**config.mk**
```make
export PLATFORM = sky130hd
export DESIGN_NAME = gregorian_to_hijri_date_core
export DESIGN_NICKNAME = d
export VERILOG_FILES = /design/src/hw/rtl/g2h_pkg.sv /design/src/hw/rtl/g2h_ctrl.sv /design/src/hw/rtl/g2h_datapath.sv /design/src/hw/rtl/gregorian_to_hijri_date_core.sv
export SDC_FILE = /design/constraint.sdc
export NUM_CORES = 2
export LEC_CHECK = 0
export BUFFER_PORTS_ARGS = -buffer_cell sky130_fd_sc_hd__clkbuf_2
export CAP_MARGIN = 20
export CORE_MARGIN = 5
export CORE_UTILIZATION = 65
export CTS_BUF_LIST = sky130_fd_sc_hd__clkbuf_8 sky130_fd_sc_hd__clkbuf_16
export DETAILED_ROUTE_END_ITERATION = 10
export PLACE_DENSITY = 0.82
export SETUP_SLACK_MARGIN = 0.4
export SYNTH_ARGS = -nofsm -noshare
export SYNTH_HDL_FRONTEND = slang
export SYNTH_SLANG_ARGS = --single-unit
```
**constraint.sdc**
```tcl
create_clock -name clk_i -period 11.3 [get_ports clk_i]
set_input_delay 0.565 -clock clk_i [delete_from_list [all_inputs] [get_ports clk_i]]
set_output_delay 0.565 -clock clk_i [all_outputs]
set_load 0.05 [all_outputs]
```
**src/hw/rtl/g2h_pkg.sv**
```systemverilog
// Shared types, constants and table functions for the Gregorian to Hijri converter.
package g2h_pkg;

  typedef struct packed {
    logic [4:0]  greg_day;
    logic [3:0]  greg_month;
    logic [13:0] greg_year;
  } g2h_req_t;

  typedef struct packed {
    logic [4:0]  hijri_day;
    logic [3:0]  hijri_month;
    logic [13:0] hijri_year;
  } g2h_res_t;

  typedef struct packed {
    logic load;
    logic abs1;
    logic abs2;
    logic est;
    logic rec;
    logic syr;
    logic ystep;
    logic mstep;
    logic set_sat;
  } g2h_cmd_t;

  typedef struct packed {
    logic sat;
    logic year_done;
    logic month_done;
  } g2h_status_t;

  localparam logic [22:0] EPOCH_DAYS     = 23'd227014;
  localparam logic [22:0] HIJRI_YEAR_LEN = 23'd354;
  localparam logic [26:0] RECIP_100      = 27'd5243;      // 2^19 / 100, rounded up
  localparam logic [46:0] RECIP_355      = 47'd12098500;  // 2^32 / 355, rounded up
  localparam logic [36:0] RECIP_30       = 37'd279621;    // 2^23 / 30, rounded up
  localparam logic [4:0]  LEAP_RESIDUE   = 5'd19;
  localparam logic [3:0]  LAST_MONTH     = 4'd12;

  // Days of the Gregorian months before month m in a common year.
  // Months above twelve count as 31 days each.
  function automatic logic [8:0] greg_cum(input logic [3:0] m);
    logic [8:0] v;
    unique case (m)
      4'd0, 4'd1: v = 9'd0;
      4'd2:       v = 9'd31;
      4'd3:       v = 9'd59;
      4'd4:       v = 9'd90;
      4'd5:       v = 9'd120;
      4'd6:       v = 9'd151;
      4'd7:       v = 9'd181;
      4'd8:       v = 9'd212;
      4'd9:       v = 9'd243;
      4'd10:      v = 9'd273;
      4'd11:      v = 9'd304;
      4'd12:      v = 9'd334;
      4'd13:      v = 9'd365;
      4'd14:      v = 9'd396;
      default:    v = 9'd427;
    endcase
    return v;
  endfunction

  // Offset of the first day of Islamic month mo from the start of the year.
  function automatic logic [8:0] month_start(input logic [3:0] mo);
    logic [8:0] v;
    unique case (mo)
      4'd1:    v = 9'd0;
      4'd2:    v = 9'd30;
      4'd3:    v = 9'd59;
      4'd4:    v = 9'd89;
      4'd5:    v = 9'd118;
      4'd6:    v = 9'd148;
      4'd7:    v = 9'd177;
      4'd8:    v = 9'd207;
      4'd9:    v = 9'd236;
      4'd10:   v = 9'd266;
      4'd11:   v = 9'd295;
      4'd12:   v = 9'd325;
      default: v = 9'd0;
    endcase
    return v;
  endfunction

endpackage

```
**src/hw/rtl/g2h_ctrl.sv**
```systemverilog
// Sequencing state machine of the Gregorian to Hijri converter.
module g2h_ctrl import g2h_pkg::*; (
  input  logic        clk_i,
  input  logic        rst_ni,
  input  logic        start,
  input  g2h_status_t status_i,
  output g2h_cmd_t    cmd_o,
  output logic        busy,
  output logic        result_valid_o
);

  typedef enum logic [8:0] {
    S_IDLE  = 9'b000000001,
    S_ABS1  = 9'b000000010,
    S_ABS2  = 9'b000000100,
    S_EST   = 9'b000001000,
    S_REC   = 9'b000010000,
    S_SYR   = 9'b000100000,
    S_YSRCH = 9'b001000000,
    S_MSRCH = 9'b010000000,
    S_DONE  = 9'b100000000
  } state_e;

  state_e state_q, state_d;

  always_comb begin
    state_d = state_q;
    cmd_o   = '0;
    unique case (state_q)
      S_IDLE: begin
        if (start) begin
          cmd_o.load = 1'b1;
          state_d    = S_ABS1;
        end
      end
      S_ABS1: begin
        cmd_o.abs1 = 1'b1;
        state_d    = S_ABS2;
      end
      S_ABS2: begin
        cmd_o.abs2 = 1'b1;
        state_d    = S_EST;
      end
      S_EST: begin
        cmd_o.est = 1'b1;
        // Dates on or before the epoch skip the searches entirely.
        if (status_i.sat) begin
          cmd_o.set_sat = 1'b1;
          state_d       = S_DONE;
        end else begin
          state_d = S_REC;
        end
      end
      S_REC: begin
        cmd_o.rec = 1'b1;
        state_d   = S_SYR;
      end
      S_SYR: begin
        cmd_o.syr = 1'b1;
        state_d   = S_YSRCH;
      end
      S_YSRCH: begin
        cmd_o.ystep = 1'b1;
        if (status_i.year_done) state_d = S_MSRCH;
      end
      S_MSRCH: begin
        cmd_o.mstep = 1'b1;
        if (status_i.month_done) state_d = S_DONE;
      end
      S_DONE: begin
        state_d = S_IDLE;
      end
      default: begin
        state_d = S_IDLE;
      end
    endcase
  end

  always_ff @(posedge clk_i or negedge rst_ni) begin
    if (!rst_ni) begin
      state_q <= S_IDLE;
    end else begin
      state_q <= state_d;
    end
  end

  assign busy           = (state_q != S_IDLE);
  assign result_valid_o = (state_q == S_DONE);

endmodule

```
**src/hw/rtl/g2h_datapath.sv**
```systemverilog
// Arithmetic datapath: day count, year estimate, year and month searches.
module g2h_datapath import g2h_pkg::*; (
  input  logic        clk_i,
  input  g2h_req_t    req_i,
  input  g2h_cmd_t    cmd_i,
  output g2h_status_t status_o,
  output g2h_res_t    result_o
);

  logic [4:0]  day_q;
  logic [3:0]  mon_q;
  logic [13:0] ym1_q;
  logic        yzero_q;
  logic [7:0]  qa_q;
  logic [22:0] base_q;
  logic [22:0] n_q;
  logic [13:0] yr_q;
  logic [17:0] t_q;
  logic [12:0] qt_q;
  logic [4:0]  r_q;
  logic [22:0] s_q;
  logic [8:0]  off_q;
  logic [3:0]  mo_q;
  g2h_res_t    res_q;

  logic [26:0] prod_a;
  logic [22:0] base_d;
  logic [13:0] ra;
  logic        leap_g;
  logic [22:0] n_d;
  logic [46:0] prod_e;
  logic [17:0] t_d;
  logic [36:0] prod_t;
  logic [17:0] r_full;
  logic [22:0] s_d;
  logic        leap_h;
  logic [22:0] s_next;
  logic [4:0]  r_next;
  logic [22:0] off_full;
  logic        mo_adv;
  logic [8:0]  hd_full;

  // Day count: (y-1)/100 by reciprocal, (y-1)/400 as that quotient over four.
  assign prod_a = 27'(ym1_q) * RECIP_100;
  assign base_d = 23'(ym1_q) * 23'd365 + 23'(ym1_q >> 2);
  assign ra     = ym1_q - 14'(qa_q) * 14'd100;
  // y is a leap year: y-1 ends in binary 11, and century years need y/100 divisible by four.
  assign leap_g = ((ym1_q[1:0] == 2'b11) && (ra != 14'd99)) ||
                  ((ra == 14'd99) && (qa_q[1:0] == 2'b11));
  assign n_d    = 23'(day_q) + 23'(greg_cum(mon_q)) + 23'(leap_g && (mon_q >= 4'd3))
                + base_q - 23'(qa_q) + 23'(qa_q >> 2);

  // Year estimate and the start of that year.
  assign prod_e = 47'(n_q - EPOCH_DAYS) * RECIP_355;
  assign t_d    = 18'(yr_q) * 18'd11 + 18'd3;
  assign prod_t = 37'(t_d) * RECIP_30;
  assign r_full = t_q - 18'(qt_q) * 18'd30;
  assign s_d    = 23'(yr_q) * HIJRI_YEAR_LEN + 23'(qt_q) + (EPOCH_DAYS - 23'd353);

  // The residue of 11*yr+3 modulo 30 tracks leap years while stepping.
  assign leap_h   = (r_q >= LEAP_RESIDUE);
  assign s_next   = s_q + HIJRI_YEAR_LEN + 23'(leap_h);
  assign r_next   = leap_h ? (r_q - LEAP_RESIDUE) : (r_q + 5'd11);
  assign off_full = n_q - s_q;

  assign mo_adv  = (mo_q < LAST_MONTH) && (off_q >= month_start(mo_q + 4'd1));
  assign hd_full = off_q - month_start(mo_q) + 9'd1;

  always_ff @(posedge clk_i) begin
    if (cmd_i.load) begin
      day_q   <= req_i.greg_day;
      mon_q   <= req_i.greg_month;
      ym1_q   <= req_i.greg_year - 14'd1;
      yzero_q <= (req_i.greg_year == 14'd0);
    end
    if (cmd_i.abs1) begin
      qa_q   <= prod_a[26:19];
      base_q <= base_d;
    end
    if (cmd_i.abs2) begin
      n_q <= n_d;
    end
    if (cmd_i.est) begin
      yr_q <= prod_e[45:32];
    end
    if (cmd_i.rec) begin
      t_q  <= t_d;
      qt_q <= prod_t[35:23];
    end
    if (cmd_i.syr) begin
      r_q <= r_full[4:0];
      s_q <= s_d;
    end
    if (cmd_i.ystep) begin
      if (n_q >= s_next) begin
        s_q  <= s_next;
        r_q  <= r_next;
        yr_q <= yr_q + 14'd1;
      end else begin
        off_q <= off_full[8:0];
        mo_q  <= 4'd1;
      end
    end
    if (cmd_i.mstep) begin
      if (mo_adv) begin
        mo_q <= mo_q + 4'd1;
      end else begin
        res_q.hijri_day   <= hd_full[4:0];
        res_q.hijri_month <= mo_q;
        res_q.hijri_year  <= yr_q;
      end
    end
    if (cmd_i.set_sat) begin
      res_q.hijri_day   <= 5'd1;
      res_q.hijri_month <= 4'd1;
      res_q.hijri_year  <= 14'd1;
    end
  end

  assign status_o.sat        = yzero_q || (n_q <= EPOCH_DAYS);
  assign status_o.year_done  = (n_q < s_next);
  assign status_o.month_done = !mo_adv;
  assign result_o            = res_q;

endmodule

```
**src/hw/rtl/gregorian_to_hijri_date_core.sv**
```systemverilog
// Sequence: after the request is taken, the states ABS1, ABS2, EST, REC and SYR run, then
// the year search steps from the estimate and the month search steps up to the Islamic month.
// Dates on or before the epoch skip both searches. The year and month searches, one step
// per cycle, set how long a request takes; a new request is taken the cycle after the strobe.
// The receiver cannot stall; the strobe lasts one cycle. Reset clears the controller only.
// Top level of the Gregorian to arithmetical Islamic date converter.
module gregorian_to_hijri_date_core import g2h_pkg::*; (
  input  logic     clk_i,
  input  logic     rst_ni,
  input  logic     start,
  input  g2h_req_t req_i,
  output logic     busy,
  output logic     result_valid_o,
  output g2h_res_t result_o
);

  g2h_cmd_t    cmd;
  g2h_status_t status;

  g2h_ctrl u_ctrl (
    .clk_i          (clk_i),
    .rst_ni         (rst_ni),
    .start          (start),
    .status_i       (status),
    .cmd_o          (cmd),
    .busy           (busy),
    .result_valid_o (result_valid_o)
  );

  g2h_datapath u_datapath (
    .clk_i    (clk_i),
    .req_i    (req_i),
    .cmd_i    (cmd),
    .status_o (status),
    .result_o (result_o)
  );

`ifndef SYNTHESIS
  a_strobe_single: assert property (@(posedge clk_i) disable iff (!rst_ni)
    result_valid_o |=> !result_valid_o)
    else $error("result strobe held longer than one cycle");

  a_accept_busy: assert property (@(posedge clk_i) disable iff (!rst_ni)
    (start && !busy) |=> (busy && !result_valid_o))
    else $error("accepted request did not start processing");

  a_month_range: assert property (@(posedge clk_i) disable iff (!rst_ni)
    result_valid_o |-> ((result_o.hijri_month >= 4'd1) && (result_o.hijri_month <= 4'd12)
                        && (result_o.hijri_day != 5'd0)))
    else $error("result month or day out of range");
`endif

endmodule
```
== After elaboration in Yosys (flattened, before gate mapping) ==
Memory sizes are Yosys's and may differ from the RTL's. A register that Yosys moved wholly into a read port is not among the register bits.
Cells that the tools add are included.

* Flip-flop bits (word level): 183
* Bits in read-only memories: 432
* Input port bits: 26
* Output and inout bits: 25
* Word-level logic and storage cells: 118
* Memories kept: 3

* $add $sub $neg: 22
* Multipliers: 8
* $lt $le $gt $ge: 7
* Equality and inequality tests: 17
* Muxes and demuxes: 31
* Bitwise operators: 2
* Reduce and logical (&&, ||, !) cells: 10

{| class="wikitable"
|+ Memory list
! name !! words !! width !! rd ports !! clocked after memory_dff !! write ports !! line !! source
|-
| (no name shown) || 16 || 9 || 1 || 1 || 0 || g2h_pkg.sv:69 || <nowiki>unique case (mo)</nowiki>
|-
| (no name shown) || 16 || 9 || 1 || 0 || 0 || g2h_pkg.sv:69 ||
|-
| (no name shown) || 16 || 9 || 1 || 1 || 0 || g2h_pkg.sv:46 || <nowiki>unique case (m)</nowiki>
|}

{| class="wikitable"
|+ Operators by type and width
! operator !! count
|-
| $pmux W9 S8 || 1
|-
| $mux W23 || 3
|-
| $mul A47 B22 Y44 const B || 1
|-
| $add A23 B1 Y23 || 2
|-
| $mux W14 || 3
|-
| $mul A18 B19 Y36 const B || 1
|-
| $mux W9 || 4
|-
| $mul A14 B13 Y27 const B || 1
|-
| $sub A23 B18 Y24 const B || 1
|-
| $add A23 B12 Y23 || 1
|-
| $add A23 B13 Y23 || 1
|-
| $add A23 B18 Y23 const B || 1
|-
| $add A23 B23 Y23 || 1
|-
| $add A23 B6 Y23 || 1
|-
| $add A23 B9 Y23 const B || 1
|-
| $ge A23 B23 Y1 || 1
|-
| $le A23 B18 Y1 const B || 1
|-
| $lt A23 B23 Y1 || 1
|-
| $mul A14 B9 Y23 const B || 1
|-
| $sub A23 B8 Y23 || 1
|-
| $mul A14 B8 Y22 const B || 1
|-
| $mux W4 || 5
|-
| $mux W5 || 4
|-
| $add A18 B2 Y18 const B || 1
|-
| 38 further kinds || 58
|}

== Logic depth before layout (Yosys ltp) ==
* Depth in word-level cells: 10
* Depth in mapped cells: 33
* Gate-level depth less buffers: 33

== By module ==
A second synthesis with hierarchy kept.

* Cells, all modules: 3603
* Area, all modules: 34586.9 um^2

{| class="wikitable"
|+ Modules (own cells, without submodules)
! module !! instances !! cells each !! area an instance (um^2) !! sequential area each (um^2)
|-
| g2h_datapath || 1 || 3555 || 34072.7 || 4814.6
|-
| g2h_ctrl || 1 || 48 || 514.2 || 226.5
|}

== Worst setup path after synthesis ==
No wires, ideal clock.

* Path type: register -> register
* Start point: register u_datapath.n_q[1]
* End point: register u_datapath.yr_q[13]
* Data arrival time: 10.275 ns
* Slack: 0.906 ns
* Stages on the path, launching flop included: 27
* Cell sequence: edfxtp_1 > ha_1 > or4_1 > nand2_1 > a21oi_1 > o21ba_2 > nor3b_1 > fa_1 > fa_1 > inv_1 > fa_1 > inv_1 > fa_1 > fa_1 > fa_1 > ha_1 > ha_1 > a21oi_1 > o21ai_0 > a21o_1 > and2_1 > or4_1 > and3_1 > clkbuf_1 > o221a_2 > xnor2_1 > a211o_1

* Longest elaborated chain between the ends: 5
* Elaborated cells between the ends (all ways): 6
* Classes of those cells: 1 x add/sub; 1 x mul; 1 x order compare; 3 x mux

{| class="wikitable"
|+ RTL lines
! element !! line !! source
|-
| from (decl) || g2h_datapath.sv:16 || <nowiki>logic [22:0] n_q;</nowiki>
|-
| from (signal assigned) || g2h_datapath.sv:81 || <nowiki>n_q <= n_d;</nowiki>
|-
| $sub A23 B18 Y24 || g2h_datapath.sv:54 || <nowiki>assign prod_e = 47'(n_q - EPOCH_DAYS) * RECIP_355;</nowiki>
|-
| $mul A47 B22 Y44 || g2h_datapath.sv:54 ||
|-
| $mux W14 || g2h_datapath.sv:83 || <nowiki>if (cmd_i.est) begin</nowiki>
|-
| $mux W14 || g2h_datapath.sv:95 || <nowiki>if (n_q >= s_next) begin</nowiki>
|-
| $mux W14 * || g2h_datapath.sv:94 || <nowiki>if (cmd_i.ystep) begin</nowiki>
|-
| to (signal assigned) || g2h_datapath.sv:84 || <nowiki>yr_q <= prod_e[45:32];</nowiki>
|-
| to (signal assigned) || g2h_datapath.sv:98 || <nowiki>yr_q <= yr_q + 14'd1;</nowiki>
|-
| to (decl) || g2h_datapath.sv:17 || <nowiki>logic [13:0] yr_q;</nowiki>
|}

Mark *: on every way between the ends. The rest lies on a longest branch, timed or not.
A chain may end at the register's enable or synchronous reset.

== Worst setup path after layout ==
Same ends and word-level chain as after synthesis.

==> metrics.txt <==
# DRC 0; Slowest-stage cell, CP or4_1; Netlist cell types 95; crit start category flip-flop; initial antenna violation count 2; Yosys warnings 0; nets between 4000 and 5000; post-detailed-route count of antenna-violating nets 0; relative slew slack between 30% and 40%; starting utilization of the core area ~66%; Syn Inst Count 3599; Worst setup EP type flip-flop; synth top area cells ha_1 26%, fa_1 25%, inv_1 9.3%; layout cells sized above 1 under 10%; pins over their slew limit 0; R2R Path End u_datapath.yr_q[13]$_DFF_P_; vias per cell ~5.7; dpl cell area 35800 µm²; largest net degree at the start of global routing 32; Routed WL around 80 mm; syn_area_per_cell roughly 9.6 µm²; Max Cap Viol 0; largest stage delay on the critical path just under 700 ps; Hold Path End u_datapath.day_q[4]$_DFFE_PP_; Pre-antenna DRT Iters 5; final core utilization just under 70%; R2R Path Start u_datapath.n_q[1]$_DFFE_PP_; Longest Clk Path Bufs 2; I/O Buffers 50; Fillers about 3900; post-route design area between 30000 and 40000 µm²; cell count of the worst reg-to-reg path 27; first-pass GRT wire length roughly 130 mm; RSZ-0062 raised after global routing no; CTS tree yes; min Tclk post-route roughly 9300 ps; starting DRC count in detailed routing approximately 1700; Die Y 241 µm; placer congestion estimate about 0.95; clock transition at the registers of the reported paths roughly 70 ps; crit path buf inv count 3; CP most frequent cell fa_1; dpl hpwl ~68 mm; hold crit path type input port to flip-flop; setup_tns 0 ps; post-synthesis net count around 4800; Max Freq ~0.11 GHz; Synth top area share around 26%; Layout area overhead 5.14%; Die Width about 240 µm; vias post-DR 25100; worst-margin pin slew 944 ps; FP Rows 84; async set-reset flop share out of synthesis ~4.6%; Critical Path RT 11660 ps; r2r setup slk between 2000 and 2500 ps; outcome completed; Yosys reg bits between 150 and 200; H-tree depth 4; io pins 51; hold path depth 1; ys flop type edfxtp_1; arrival time worst endpoint around 9600 ps; Worst Path Max Fanout 10; Setup Viol. Count Final 0; Mapped Area 34600 µm²; Routed WL per cell between 15 and 20 µm; Final Skew 17.5 ps; Worst-Skew Late Latency ~480 ps; min-delay src req_i[22]; leading area contributor after synthesis ha_1; core area around 53000 µm²; sequential area share after synthesis between 10% and 20%; Setup CP Type flip-flop to flip-flop; GRT Util Overall approximately 28%; post_cts resized 0; Clock Tree Root clkbuf_16; vias in the first global route approximately 26000; clock sinks 197; cell family with most CP delay adder cells; global route overflow 0; CTS Buf Count 17; EDFF count, synth roughly 110; fin crit share between 80% and 90%; die footprint between 50000 and 60000 µm²; count of final hold-check violations 0
repair_timing:
| item | in CTS | in global routing |
|---|---|---|
| setup buffers | 0 | 0 |
| hold buffers | 1 | 0 |
| hold endpoints to repair | 8 | 0 |
final cells by class:
| cell class | instances | area [µm²] | area share (%) |
|---|---|---|---|
| clock inverter | 14 | 151 | 0.416 |
| clock buffer | 18 | 439 | 1.21 |
| sequential | 197 | 5040 | 13.8 |
| tap | 688 | 861 | 2.36 |
| inverter | 865 | 3250 | 8.92 |
| timing repair buffer | 74 | 433 | 1.19 |
| multi-input combinational | 2505 | 26200 | 72.1 |
| antenna | 1 | 2.50 | 0.00687 |
cells in the mapped netlist (16+ instances only):
master    instances
inv_1           862
ha_1            715
fa_1            425
a21oi_1         153
nor2_1          152
nand2_1         134
xnor2_1         132
edfxtp_1        105
o21ai_0         105
xor2_1           88
dfxtp_1          83
a21o_1           68
nand3_1          53
nor3_1           50
a211oi_1         33
mux2i_1          29
clkbuf_1         24
o21a_1           22
a31oi_1          21
nor2b_1          21
and3_1           20
or3_1            20
o211ai_1         19
o21bai_1         18
nand2b_1         17
nand4_1          16
worst register-to-register path: cells and delay by family (launching register included):
family | cells | cell delay [ps]
adder cells (fa/ha/maj) | 9 | 4040
AO/OA/AOI/OAI | 7 | 1430
AND/OR/NAND/NOR | 6 | 2120
buffers and inverters | 3 | 450
XOR/XNOR | 2 | 550
flip-flops | 1 | 560
cells in the final DEF (no fill, tap or decap), types with 16 or more instances in the layout:
cell type	Yosys	routed
inv_1	862	862
ha_1	715	715
fa_1	425	425
a21oi_1	153	153
nor2_1	152	152
nand2_1	134	134
xnor2_1	132	132
o21ai_0	105	105
edfxtp_1	105	105
xor2_1	88	88
dfxtp_1	83	83
a21o_1	68	68
nand3_1	53	53
nor3_1	50	50
clkbuf_2	0	50
a211oi_1	33	33
mux2i_1	29	29
buf_4	1	23
o21a_1	22	22
a31oi_1	21	21
nor2b_1	21	21
or3_1	20	20
and3_1	20	20
o211ai_1	19	19
o21bai_1	18	18
nand2b_1	17	17
clkbuf_16	0	17
nand4_1	16	16
flip-flops by register name, summed over array words and instances, names as in the netlist, named ones only:
signal and flops:
u_datapath.r_q 5, u_datapath.s_q 23, u_datapath.n_q 23, u_datapath.qa_q 8
u_datapath.ym1_q 14, u_datapath.yzero_q 1, u_datapath.off_q 9, u_datapath.mo_q 4
u_ctrl.state_q 9, u_datapath.t_q 5, u_datapath.qt_q 13, u_datapath.day_q 5
u_datapath.mon_q 4, u_datapath.yr_q 14, u_datapath.base_q 23, u_datapath.result_o 23
worst max path at each step:
stage	end	startpoint	depth (start not counted)
after global placement	u_datapath.yr_q[13]$_DFF_P_	u_datapath.n_q[1]$_DFFE_PP_	27
after global routing	u_datapath.yr_q[13]$_DFF_P_	u_datapath.n_q[1]$_DFFE_PP_	28
after CTS	u_datapath.yr_q[13]$_DFF_P_	u_datapath.n_q[1]$_DFFE_PP_	27
final	u_datapath.yr_q[13]$_DFF_P_	u_datapath.n_q[1]$_DFFE_PP_	27
after detailed placement	u_datapath.yr_q[13]$_DFF_P_	u_datapath.n_q[1]$_DFFE_PP_	27
after floorplan	u_datapath.yr_q[13]$_DFF_P_	u_datapath.n_q[1]$_DFFE_PP_	26
metal layers:
metal  vias to the layer above  track usage [%]  wire length, µm
met2                       784             48.5            38600
met5                         -                0                9
li1                      12000                -                -
met3                       219             4.58             4900
met1                     12000             36.9            32900
met4                         2             10.6             3530
stage by stage:
stage / setup slack (ps) / hold WS, ps / std cells
after floorplan: 906 / 269 / 3599
after global placement: 2270 / 436 / 4328
after detailed placement: 2060 / 433 / 4328
after CTS: 2030 / 255 / 4361
after global routing: 1650 / 256 / 4361
final: 2040 / 267 / 4362
kinds of logic after synthesis:
| group | Yosys count | share of synthesized area, % |
|---|---|---|
| compound gates | 560 | 10.7 |
| buf+inv | 897 | 9.77 |
| fa+ha+maj | 1140 | 50.4 |
| simple gates | 551 | 7.92 |
| mux | 34 | 1.11 |
| xor+xnor | 220 | 5.56 |
| flops | 197 | 14.6 |
Power is left out: the tool's default activity adds up to more than one toggle a clock period on the data nets, which glitch-free logic cannot reach.
